$ cat src/design/i2c_master_transaction_engine_defines.svh
// Assertion macros shared by the I2C master transaction engine RTL.
`ifndef I2C_MASTER_TRANSACTION_ENGINE_DEFINES_SVH
`define I2C_MASTER_TRANSACTION_ENGINE_DEFINES_SVH
`ifndef SYNTHESIS
// Invariant that must hold at every clock edge outside reset.
`define I2CM_ASSERT(lbl, clk, rst_n, prop) \
	lbl: assert property (@(posedge clk) disable iff (!rst_n) (prop)) \
		else $error("i2cm invariant violated");
// Same-cycle implication.
`define I2CM_ASSERT_IMP(lbl, clk, rst_n, ante, cons) \
	lbl: assert property (@(posedge clk) disable iff (!rst_n) (ante) |-> (cons)) \
		else $error("i2cm implication violated");
// Next-cycle implication.
`define I2CM_ASSERT_NXT(lbl, clk, rst_n, ante, cons) \
	lbl: assert property (@(posedge clk) disable iff (!rst_n) (ante) |=> (cons)) \
		else $error("i2cm next-cycle implication violated");
`else
`define I2CM_ASSERT(lbl, clk, rst_n, prop)
`define I2CM_ASSERT_IMP(lbl, clk, rst_n, ante, cons)
`define I2CM_ASSERT_NXT(lbl, clk, rst_n, ante, cons)
`endif
`endif

$ cat src/design/i2cm_pkg.sv
// Types, constants and the command sequence table of the I2C master engine.
`default_nettype none
package i2cm_pkg;

	localparam int WAIT_BITS_DEFAULT = 16;
	localparam logic [15:0] HALF_PERIOD_RESET = 16'd250;

	// Depth of the queue between the front and the bus sequencer.
	localparam int QUEUE_DEPTH = 2;
	localparam int QUEUE_PTR_W = (QUEUE_DEPTH > 1) ? $clog2(QUEUE_DEPTH) : 1;
	localparam int QUEUE_CNT_W = $clog2(QUEUE_DEPTH + 1);

	// Highest command code that starts a transaction.
	localparam logic [2:0] CMD_LAST = 3'd5;
	localparam int NUM_CMDS = 6;
	localparam int NUM_STEPS = 8;

	typedef enum logic [3:0] {
		OP_START  = 4'd0,
		OP_WADDRW = 4'd1,
		OP_WADDRR = 4'd2,
		OP_WREG   = 4'd3,
		OP_WDHI   = 4'd4,
		OP_WDLO   = 4'd5,
		OP_RACK   = 4'd6,
		OP_RNAK   = 4'd7,
		OP_STOP   = 4'd8
	} op_t;

	typedef enum logic [4:0] {
		PH_IDLE   = 5'd0,
		PH_START0 = 5'd1,
		PH_START1 = 5'd2,
		PH_START2 = 5'd3,
		PH_START3 = 5'd4,
		PH_WBIT0  = 5'd5,
		PH_WBIT1  = 5'd6,
		PH_WBIT2  = 5'd7,
		PH_WACK0  = 5'd8,
		PH_WACK1  = 5'd9,
		PH_WACK2  = 5'd10,
		PH_RBIT0  = 5'd11,
		PH_RBIT1  = 5'd12,
		PH_RBIT2  = 5'd13,
		PH_RACK0  = 5'd14,
		PH_RACK1  = 5'd15,
		PH_RACK2  = 5'd16,
		PH_STOP0  = 5'd17,
		PH_STOP1  = 5'd18,
		PH_STOP2  = 5'd19,
		PH_FIN    = 5'd20
	} phase_t;

	// One queued tick: the decoded request plus the sampled SDA level.
	typedef struct packed {
		logic        start;
		logic [2:0]  cmd;
		logic [6:0]  addr;
		logic [7:0]  regidx;
		logic [15:0] wdata;
		logic        sda;
	} item_t;

	localparam op_t SEQ_TABLE [NUM_CMDS][NUM_STEPS] = '{
		'{OP_START, OP_WADDRW, OP_WDLO, OP_STOP, OP_STOP, OP_STOP, OP_STOP, OP_STOP},
		'{OP_START, OP_WADDRR, OP_RNAK, OP_STOP, OP_STOP, OP_STOP, OP_STOP, OP_STOP},
		'{OP_START, OP_WADDRW, OP_WREG, OP_WDLO, OP_STOP, OP_STOP, OP_STOP, OP_STOP},
		'{OP_START, OP_WADDRW, OP_WREG, OP_START, OP_WADDRR, OP_RNAK, OP_STOP, OP_STOP},
		'{OP_START, OP_WADDRW, OP_WREG, OP_START, OP_WADDRR, OP_RACK, OP_RNAK, OP_STOP},
		'{OP_START, OP_WADDRW, OP_WREG, OP_WDHI, OP_WDLO, OP_STOP, OP_STOP, OP_STOP}
	};

	// Bus operation for a given command at a given step of its sequence.
	function automatic op_t seq_op(input logic [2:0] cmd, input logic [2:0] step);
		op_t op;
		if (cmd > CMD_LAST) begin
			op = OP_STOP;
		end else begin
			op = SEQ_TABLE[cmd][step];
		end
		return op;
	endfunction

endpackage
`default_nettype wire

$ cat src/design/i2cm_front.sv
// Input side: decodes each tick's request and queues it for the bus sequencer.
`default_nettype none
`include "i2c_master_transaction_engine_defines.svh"
module i2cm_front import i2cm_pkg::*; (
	input  wire logic        clk,
	input  wire logic        arst_n,
	input  wire logic        in_valid,
	output logic             in_ready,
	input  wire logic        command_valid,
	input  wire logic [2:0]  command,
	input  wire logic [6:0]  device_address,
	input  wire logic [7:0]  register_index,
	input  wire logic [15:0] write_data,
	input  wire logic        sda_in,
	output item_t            item,
	output logic             item_valid,
	input  wire logic        pop
);

	item_t                  mem_q [QUEUE_DEPTH];
	logic [QUEUE_PTR_W-1:0] wr_ptr_q;
	logic [QUEUE_PTR_W-1:0] rd_ptr_q;
	logic [QUEUE_CNT_W-1:0] count_q;
	item_t                  wr_item;
	logic                   push;

	// Codes 6 and 7 are queued with start cleared here; they never start a transaction.
	always_comb begin
		wr_item.start  = command_valid && (command <= CMD_LAST);
		wr_item.cmd    = command;
		wr_item.addr   = device_address;
		wr_item.regidx = register_index;
		wr_item.wdata  = write_data;
		wr_item.sda    = sda_in;
	end

	assign in_ready   = (count_q != QUEUE_CNT_W'(QUEUE_DEPTH));
	assign push       = in_valid && in_ready;
	assign item_valid = (count_q != '0);
	assign item       = mem_q[rd_ptr_q];

	always_ff @(posedge clk) begin
		if (push) begin
			mem_q[wr_ptr_q] <= wr_item;
		end
	end

	always_ff @(posedge clk or negedge arst_n) begin
		if (!arst_n) begin
			wr_ptr_q <= '0;
			rd_ptr_q <= '0;
			count_q  <= '0;
		end else begin
			if (push) begin
				wr_ptr_q <= (wr_ptr_q == QUEUE_PTR_W'(QUEUE_DEPTH - 1)) ? '0 : wr_ptr_q + 1'b1;
			end
			if (pop) begin
				rd_ptr_q <= (rd_ptr_q == QUEUE_PTR_W'(QUEUE_DEPTH - 1)) ? '0 : rd_ptr_q + 1'b1;
			end
			unique case ({push, pop})
				2'b10:   count_q <= count_q + 1'b1;
				2'b01:   count_q <= count_q - 1'b1;
				default: count_q <= count_q;
			endcase
		end
	end

	`I2CM_ASSERT(a_count_range, clk, arst_n, count_q <= QUEUE_CNT_W'(QUEUE_DEPTH))
	`I2CM_ASSERT_IMP(a_pop_not_empty, clk, arst_n, pop, count_q != '0)

endmodule
`default_nettype wire

$ cat src/design/i2cm_engine.sv
// Bus sequencer: steps the I2C state machine once per queued tick and registers the result.
`default_nettype none
`include "i2c_master_transaction_engine_defines.svh"
module i2cm_engine import i2cm_pkg::*; #(
	parameter int WAIT_COUNTER_BITS = WAIT_BITS_DEFAULT
) (
	input  wire logic        clk,
	input  wire logic        arst_n,
	input  wire item_t       item,
	input  wire logic        item_valid,
	output logic             pop,
	input  wire logic [15:0] half_period,
	output logic             out_valid,
	input  wire logic        out_ready,
	output logic             scl_low,
	output logic             sda_low,
	output logic             busy_res,
	output logic             done_res,
	output logic             acked,
	output logic [15:0]      read_data
);

	phase_t                       phase_q, n_phase;
	logic [3:0]                   bit_q, n_bit;
	logic [2:0]                   step_q, n_step;
	logic [7:0]                   shift_q, n_shift;
	logic [WAIT_COUNTER_BITS-1:0] wait_q, n_wait;
	logic [2:0]                   cmd_q, n_cmd;
	logic [6:0]                   addr_q, n_addr;
	logic [7:0]                   reg_q, n_reg;
	logic [15:0]                  wdata_q, n_wdata;
	logic [15:0]                  acc_q, n_acc;
	logic                         scl_q, n_scl;
	logic                         sda_q, n_sda;
	logic                         nak_q, n_nak;
	logic                         n_done;
	logic                         tick;
	logic                         do_begin;
	logic [2:0]                   beg_cmd;
	logic [2:0]                   beg_step;
	op_t                          beg_op;
	op_t                          cur_op;

	logic                         out_valid_q;
	logic                         scl_out_q, sda_out_q, busy_q, done_q, acked_q;
	logic [15:0]                  rdata_q;

	assign pop    = item_valid && (!out_valid_q || out_ready);
	assign cur_op = seq_op(cmd_q, step_q);

	always_comb begin
		n_phase  = phase_q;
		n_bit    = bit_q;
		n_step   = step_q;
		n_shift  = shift_q;
		n_wait   = wait_q;
		n_cmd    = cmd_q;
		n_addr   = addr_q;
		n_reg    = reg_q;
		n_wdata  = wdata_q;
		n_acc    = acc_q;
		n_scl    = scl_q;
		n_sda    = sda_q;
		n_nak    = nak_q;
		n_done   = 1'b0;
		tick     = 1'b0;
		do_begin = 1'b0;
		beg_cmd  = cmd_q;
		beg_step = step_q + 3'd1;
		beg_op   = OP_STOP;

		if (phase_q == PH_IDLE) begin
			if (item.start) begin
				n_cmd    = item.cmd;
				n_addr   = item.addr;
				n_reg    = item.regidx;
				n_wdata  = item.wdata;
				n_acc    = '0;
				n_nak    = 1'b0;
				n_wait   = '0;
				do_begin = 1'b1;
				beg_cmd  = item.cmd;
				beg_step = '0;
			end
		end else if (wait_q != '0) begin
			n_wait = wait_q - 1'b1;
		end else begin
			tick = 1'b1;
			unique case (phase_q)
				PH_START0: begin n_sda = 1'b0; n_phase = PH_START1; end
				PH_START1: begin n_scl = 1'b0; n_phase = PH_START2; end
				PH_START2: begin n_sda = 1'b1; n_phase = PH_START3; end
				PH_START3: begin n_scl = 1'b1; do_begin = 1'b1; end
				PH_WBIT0:  begin n_sda = ~shift_q[7]; n_phase = PH_WBIT1; end
				PH_WBIT1:  begin n_scl = 1'b0; n_phase = PH_WBIT2; end
				PH_WBIT2: begin
					n_scl   = 1'b1;
					n_shift = {shift_q[6:0], 1'b0};
					n_bit   = bit_q + 4'd1;
					n_phase = n_bit[3] ? PH_WACK0 : PH_WBIT0;
				end
				PH_WACK0:  begin n_sda = 1'b0; n_phase = PH_WACK1; end
				PH_WACK1:  begin n_scl = 1'b0; n_phase = PH_WACK2; end
				PH_WACK2: begin
					n_scl = 1'b1;
					if (item.sda) begin
						n_nak   = 1'b1;
						n_phase = PH_STOP0;
					end else begin
						do_begin = 1'b1;
					end
				end
				PH_RBIT0:  begin n_sda = 1'b0; n_phase = PH_RBIT1; end
				PH_RBIT1:  begin n_scl = 1'b0; n_phase = PH_RBIT2; end
				PH_RBIT2: begin
					n_scl   = 1'b1;
					n_shift = {shift_q[6:0], item.sda};
					n_bit   = bit_q + 4'd1;
					n_phase = n_bit[3] ? PH_RACK0 : PH_RBIT0;
				end
				PH_RACK0:  begin n_sda = (cur_op == OP_RACK); n_phase = PH_RACK1; end
				PH_RACK1:  begin n_scl = 1'b0; n_phase = PH_RACK2; end
				PH_RACK2: begin
					n_scl    = 1'b1;
					n_acc    = {acc_q[7:0], shift_q};
					do_begin = 1'b1;
				end
				PH_STOP0:  begin n_sda = 1'b1; n_phase = PH_STOP1; end
				PH_STOP1:  begin n_scl = 1'b0; n_phase = PH_STOP2; end
				PH_STOP2:  begin n_sda = 1'b0; n_phase = PH_FIN; end
				default: begin
					n_done  = 1'b1;
					n_phase = PH_IDLE;
				end
			endcase
		end

		// Start of the next bus operation of the sequence.
		if (do_begin) begin
			n_step = beg_step;
			n_bit  = '0;
			beg_op = seq_op(beg_cmd, beg_step);
			unique case (beg_op)
				OP_START:  n_phase = PH_START0;
				OP_WADDRW: begin n_shift = {n_addr, 1'b0}; n_phase = PH_WBIT0; end
				OP_WADDRR: begin n_shift = {n_addr, 1'b1}; n_phase = PH_WBIT0; end
				OP_WREG:   begin n_shift = n_reg; n_phase = PH_WBIT0; end
				OP_WDHI:   begin n_shift = n_wdata[15:8]; n_phase = PH_WBIT0; end
				OP_WDLO:   begin n_shift = n_wdata[7:0]; n_phase = PH_WBIT0; end
				OP_RACK, OP_RNAK: begin n_shift = '0; n_phase = PH_RBIT0; end
				default:   n_phase = PH_STOP0;
			endcase
		end

		if (tick && (n_phase != PH_IDLE)) begin
			n_wait = WAIT_COUNTER_BITS'(half_period);
		end
	end

	always_ff @(posedge clk or negedge arst_n) begin
		if (!arst_n) begin
			phase_q <= PH_IDLE;
			bit_q   <= '0;
			step_q  <= '0;
			shift_q <= '0;
			wait_q  <= '0;
			cmd_q   <= '0;
			addr_q  <= '0;
			reg_q   <= '0;
			wdata_q <= '0;
			acc_q   <= '0;
			scl_q   <= 1'b0;
			sda_q   <= 1'b0;
			nak_q   <= 1'b0;
		end else if (pop) begin
			phase_q <= n_phase;
			bit_q   <= n_bit;
			step_q  <= n_step;
			shift_q <= n_shift;
			wait_q  <= n_wait;
			cmd_q   <= n_cmd;
			addr_q  <= n_addr;
			reg_q   <= n_reg;
			wdata_q <= n_wdata;
			acc_q   <= n_acc;
			scl_q   <= n_scl;
			sda_q   <= n_sda;
			nak_q   <= n_nak;
		end
	end

	always_ff @(posedge clk or negedge arst_n) begin
		if (!arst_n) begin
			out_valid_q <= 1'b0;
		end else if (pop) begin
			out_valid_q <= 1'b1;
		end else if (out_ready) begin
			out_valid_q <= 1'b0;
		end
	end

	always_ff @(posedge clk) begin
		if (pop) begin
			scl_out_q <= n_scl;
			sda_out_q <= n_sda;
			busy_q    <= (n_phase != PH_IDLE);
			done_q    <= n_done;
			acked_q   <= n_done && !n_nak;
			rdata_q   <= (n_done && !n_nak) ? n_acc : '0;
		end
	end

	assign out_valid = out_valid_q;
	assign scl_low   = scl_out_q;
	assign sda_low   = sda_out_q;
	assign busy_res  = busy_q;
	assign done_res  = done_q;
	assign acked     = acked_q;
	assign read_data = rdata_q;

	`I2CM_ASSERT_IMP(a_done_not_busy, clk, arst_n, out_valid_q && done_q, !busy_q)
	`I2CM_ASSERT_IMP(a_acked_with_done, clk, arst_n, out_valid_q && acked_q, done_q)
	`I2CM_ASSERT(a_bit_count_range, clk, arst_n, bit_q <= 4'd8)
	`I2CM_ASSERT_NXT(a_wait_countdown, clk, arst_n, pop && (phase_q != PH_IDLE) && (wait_q != '0), wait_q == $past(wait_q) - 1'b1)

endmodule
`default_nettype wire

$ cat src/design/i2c_master_transaction_engine.sv
// Top level of the I2C master transaction engine: configuration register, front queue, sequencer.
//
// Open-drain I2C master stepped by one input beat per clock tick. Every accepted input beat is
// one bus tick: it may carry a command (write byte, read byte, write register byte, read
// register byte, read register 16-bit, write register 16-bit) together with the SDA level
// sampled on that tick, and it produces exactly one output beat with the SCL and SDA drive
// state after the tick, busy, a one-tick done pulse, the acknowledge status and the read data.
// Commands that arrive while a transaction runs, and command codes 6 and 7, are ignored. Each
// line change is followed by half_period_ticks wait ticks; there is no clock stretching, and a
// NAK on any written byte ends the transaction with a stop, acked low and read data zero.
// The block takes one beat per clock cycle with both sides streaming. An accepted beat is
// written into a two-entry input queue and, unless the output is stalled, popped by the
// sequencer in the next cycle, which registers its result; the queue entry and the result
// register lie between an input beat and its result beat. A stalled output holds the
// sequencer, and the input side stops accepting once the two queue entries are full.
// The half-period register (reset 250) is written through its own channel, which is always
// ready; write it only while no transaction is in flight.
`default_nettype none
module i2c_master_transaction_engine import i2cm_pkg::*; #(
	parameter int WAIT_COUNTER_BITS = WAIT_BITS_DEFAULT
) (
	input  wire logic        clk,
	input  wire logic        arst_n,
	input  wire logic        cfg_valid,
	output logic             cfg_ready,
	input  wire logic [15:0] cfg_data,
	input  wire logic        in_valid,
	output logic             in_ready,
	input  wire logic        command_valid,
	input  wire logic [2:0]  command,
	input  wire logic [6:0]  device_address,
	input  wire logic [7:0]  register_index,
	input  wire logic [15:0] write_data,
	input  wire logic        sda_in,
	output logic             out_valid,
	input  wire logic        out_ready,
	output logic             scl_low,
	output logic             sda_low,
	output logic             busy_res,
	output logic             done_res,
	output logic             acked,
	output logic [15:0]      read_data
);

	logic [15:0] half_period_q;
	item_t       item;
	logic        item_valid;
	logic        pop;

	// The register takes a write on every beat of the configuration channel.
	assign cfg_ready = 1'b1;

	always_ff @(posedge clk or negedge arst_n) begin
		if (!arst_n) begin
			half_period_q <= HALF_PERIOD_RESET;
		end else if (cfg_valid && cfg_ready) begin
			half_period_q <= cfg_data;
		end
	end

	i2cm_front u_front (
		.clk            (clk),
		.arst_n         (arst_n),
		.in_valid       (in_valid),
		.in_ready       (in_ready),
		.command_valid  (command_valid),
		.command        (command),
		.device_address (device_address),
		.register_index (register_index),
		.write_data     (write_data),
		.sda_in         (sda_in),
		.item           (item),
		.item_valid     (item_valid),
		.pop            (pop)
	);

	i2cm_engine #(
		.WAIT_COUNTER_BITS (WAIT_COUNTER_BITS)
	) u_engine (
		.clk         (clk),
		.arst_n      (arst_n),
		.item        (item),
		.item_valid  (item_valid),
		.pop         (pop),
		.half_period (half_period_q),
		.out_valid   (out_valid),
		.out_ready   (out_ready),
		.scl_low     (scl_low),
		.sda_low     (sda_low),
		.busy_res    (busy_res),
		.done_res    (done_res),
		.acked       (acked),
		.read_data   (read_data)
	);

endmodule
`default_nettype wire

$ cat config.mk
export PLATFORM = sky130hd
export DESIGN_NAME = i2c_master_transaction_engine
export DESIGN_NICKNAME = d
export VERILOG_FILES = /design/src/design/i2cm_pkg.sv /design/src/design/i2cm_front.sv /design/src/design/i2cm_engine.sv /design/src/design/i2c_master_transaction_engine.sv
export VERILOG_INCLUDE_DIRS = /design/src /design/src/design
export SDC_FILE = /design/constraint.sdc
export NUM_CORES = 1
export LEC_CHECK = 0
export BUFFER_PORTS_ARGS = -buffer_cell sky130_fd_sc_hd__buf_2
export CORE_ASPECT_RATIO = 0.75
export CORE_MARGIN = 8
export CORE_UTILIZATION = 45
export DETAILED_ROUTE_END_ITERATION = 10
export HOLD_SLACK_MARGIN = 0.1
export PLACE_DENSITY = 0.68
export SLEW_MARGIN = 20
export SYNTH_ARGS = -nofsm -noshare
export SYNTH_HDL_FRONTEND = slang
export SYNTH_HIERARCHICAL = 1
export SYNTH_SLANG_ARGS = --single-unit
$ cat constraint.sdc
create_clock -name clk -period 4.2 [get_ports clk]
set_input_delay 0.63 -clock clk [delete_from_list [all_inputs] [get_ports clk]]
set_output_delay 0.63 -clock clk [all_outputs]
set_load 0.01 [all_outputs]
==> impl_metrics.toml <==
[run_status]
status = "finished clean"

[placed_design]
portBuffers = 79
place_hpwl_mm = 14.7
place_congestion = 0.914

[detailed_routing]
dr.pass1.iters = 6
drt_iter0_drc = 550
totalWireLength_mm = 21.7
vias = 6818
postRouteAntennaNets = 0
wl_per_cell_um = 18.0
post-route-drc-count = 0
viasPerCell = 5.65

[yosys]
synth_edf_count = 93
yosysSeqAreaShare_pct = 55.8
syn-cell-area_mm2 = 0.00995
synthesis.nets = 884
synthTopCellsByArea = "edfxtp_1, dfrtp_1, mux2_2"
netlist_instances = 823
ys.flop_type = "dfrtp_1"
ys.warnings.count = 6
synthDistinctLibCells = 79
async_flop_share_pct = 54.2
synthTopCellsByCount = "dfrtp_1, edfxtp_1, nand2_1"
synth-seq-cells = 203
synth_top_area_share_pct = 28.1
synth.avg_cell_area_um2 = 12.1
synth_area_leader_cell = "edfxtp_1"
yosysMostFrequentCell = "dfrtp_1"

[cells_and_area]
antenna_cells = 0
drive_gt1_share_pct = 28.8
fin_util_pct = 51.9
fin_nets = 958
area_growth_pct = 14.1

[global_routing]
grt_pass1_vias = 6548
grt_pass1_wl_mm = 35.5
track_usage_pct = 15.9
globalRouteOverflowTotal = 0
grt_max_degree = 55
antenna_found_initial = 0

[floorplanning]
core_mm2 = 0.0219
start_util_pct = 45.5
num_rows = 47
die_height_um = 145
chipWidth_um = 188
io_pins = 81
dieArea_mm2 = 0.0272

[clocking]
htree_levels = 1
post_cts_resized = 0
cts_tree = "built"
cts.sinks = 203
cts_made_buffers = 22
clock-root-buffer = "clkbuf_16"
cts.path.max_buffers = 3
cts.clk_slew.worst_paths_ns = 0.06
post_cts_buffers = 0
holdBufCountCts = 0
clkLatencyLatePin_ns = 0.50

[timing]
setup_viol = 0
clock_skew_ns = 0.00906
setup_tns_ns = 0
slew_headroom_pct = 35.9
worstMarginPinSlew_ns = 0.951
period_needed_ns = 3.29
hold_viol = 0
drv_slew = 0
rsz0062_at_grt = "no"
fmax_mhz = 304
fin_crit_sh_pct = 78.2

[worst_setup_path]
endpoint_kind = "flop"
reg2reg_depth = 9
required_ns = 4.62
crit_fanout = 36
arrival_ns = 3.71
start_kind = "flop"
critPathKind = "flop to flop"

[power]
p_leak_nw = 4.50
p_per_area_mw_per_mm2 = 706
power.total_w = 0.00802
peakVddDrop_mv = 0.449

[flow_run]
maxCapViolations = 0

[hold_path]
hp-class = "input port to async pin"
-- layout make-up --
type / count / area, µm²
fillers: 1881 / 10500
flip-flops and latches: 203 / 5550
multi-input cells: 553 / 4060
clock buffers: 29 / 608
repair buffers: 100 / 568
well taps: 294 / 368
clock inverters: 11 / 130
inverters: 17 / 63.8
-- report_power, final --
| part | total, W | internal (W) | leakage (nW) | switching, W |
|---|---|---|---|---|
| Combinational | 0.00293 | 0.00124 | 1.90 | 0.00169 |
| Sequential | 0.00312 | 0.00272 | 2.24 | 0.000400 |
| Clock | 0.00197 | 0.00120 | 0.364 | 0.000763 |
| Total | 0.00802 | 0.00516 | 4.50 | 0.00285 |
-- critical path: stages, from the launching register on --
cell and delay, ns:
dfrtp_2 0.35, buf_4 0.52, mux2_4 0.37, nor2_1 0.09
nand4_1 0.15, a2111oi_4 0.44, o21bai_2 0.28, a211oi_4 0.64
o22ai_1 0.18, a31oi_1 0.18
-- layer usage --
metal / part of all wire, % / vias to the layer above / GRT usage [%]
met1: 51 / 3358 / 24.4
li1: - / 3245 / -
met4: 1.3 / 0 / 3.06
met5: 0 / - / 0
met2: 42 / 192 / 22.9
met3: 5.5 / 23 / 3.16
-- cell usage in the layout, fill, tap and decap left out, types with 6 or more instances in the layout --
cell and count:
nor3_1 9, nor2b_1 6, nor4_1 8, buf_2 78
a31oi_1 10, mux2_4 39, o221ai_1 7, edfxtp_1 93
dfstp_2 6, o22ai_1 13, nand2b_1 9, clkbuf_16 23
and2_1 6, nand3_1 38, o21a_1 10, mux2_2 55
buf_4 21, a21oi_1 48, nand2_1 82, nand4_1 6
a22o_1 18, inv_1 17, dfrtp_1 103, o21ai_0 39
mux2i_1 10, nor2_1 37, a32oi_1 9
-- state kept, by name, summed over array words and instances, names as in the netlist, 7 cells and up --
| register | flops |
|---|---|
| half_period_q | 16 |
| u_engine/acc_q | 16 |
| u_engine/addr_q | 7 |
| u_engine/read_data | 16 |
| u_engine/reg_q | 8 |
| u_engine/shift_q | 8 |
| u_engine/wait_q | 16 |
| u_engine/wdata_q | 16 |
| u_front/mem_q | 72 |
-- path summary, 6_finish.rpt --
kind | slack (ns) | startpoint | endpoint
setup / recovery | 0.91 | u_front/rd_ptr_q | u_engine/shift_q[5]
hold / removal | 0.17 | arst_n | u_front/count_q[0]
setup reg to reg | 0.91 | u_front/rd_ptr_q | u_engine/shift_q[5]
hold reg to reg | 0.49 | u_engine/nak_q | u_engine/nak_q
max in group asynchronous | 3.15 | arst_n | u_engine/acc_q[1]
min in group clk | 0.31 | write_data[3] | u_front/mem_q[1][4]
-- kinds of logic (layout without fill, tap and decap cells) --
| group | count (synthesis) | in the layout | synth area share, % |
|---|---|---|---|
| other | 1 | 1 | 0.0377 |
| and+or+nand+nor | 239 | 239 | 12.4 |
| xor gates and xnor gates | 10 | 10 | 0.956 |
| DFF | 203 | 203 | 55.8 |
| adders and majority gates | 4 | 4 | 0.503 |
| buffers and inverters | 67 | 157 | 3.53 |
| AOI/OAI and AO/OA | 195 | 195 | 13.6 |
| muxes | 104 | 104 | 13.1 |
-- metrics by stage --
step / std cells / hold slack, ns / cell area [µm²] / setup WS, ns
2_1_floorplan: 823 / 0.334 / 9950 / 1.23
3_3_place_gp: 1166 / 0.471 / 10600 / 1.00
3_5_place_dp: 1166 / 0.481 / 10600 / 0.913
4_1_cts: 1206 / 0.191 / 11300 / 0.888
5_1_grt: 1207 / 0.211 / 11400 / 0.649
6_report: 1207 / 0.169 / 11400 / 0.914
No activity file was read; power rests on OpenSTA's default activity.
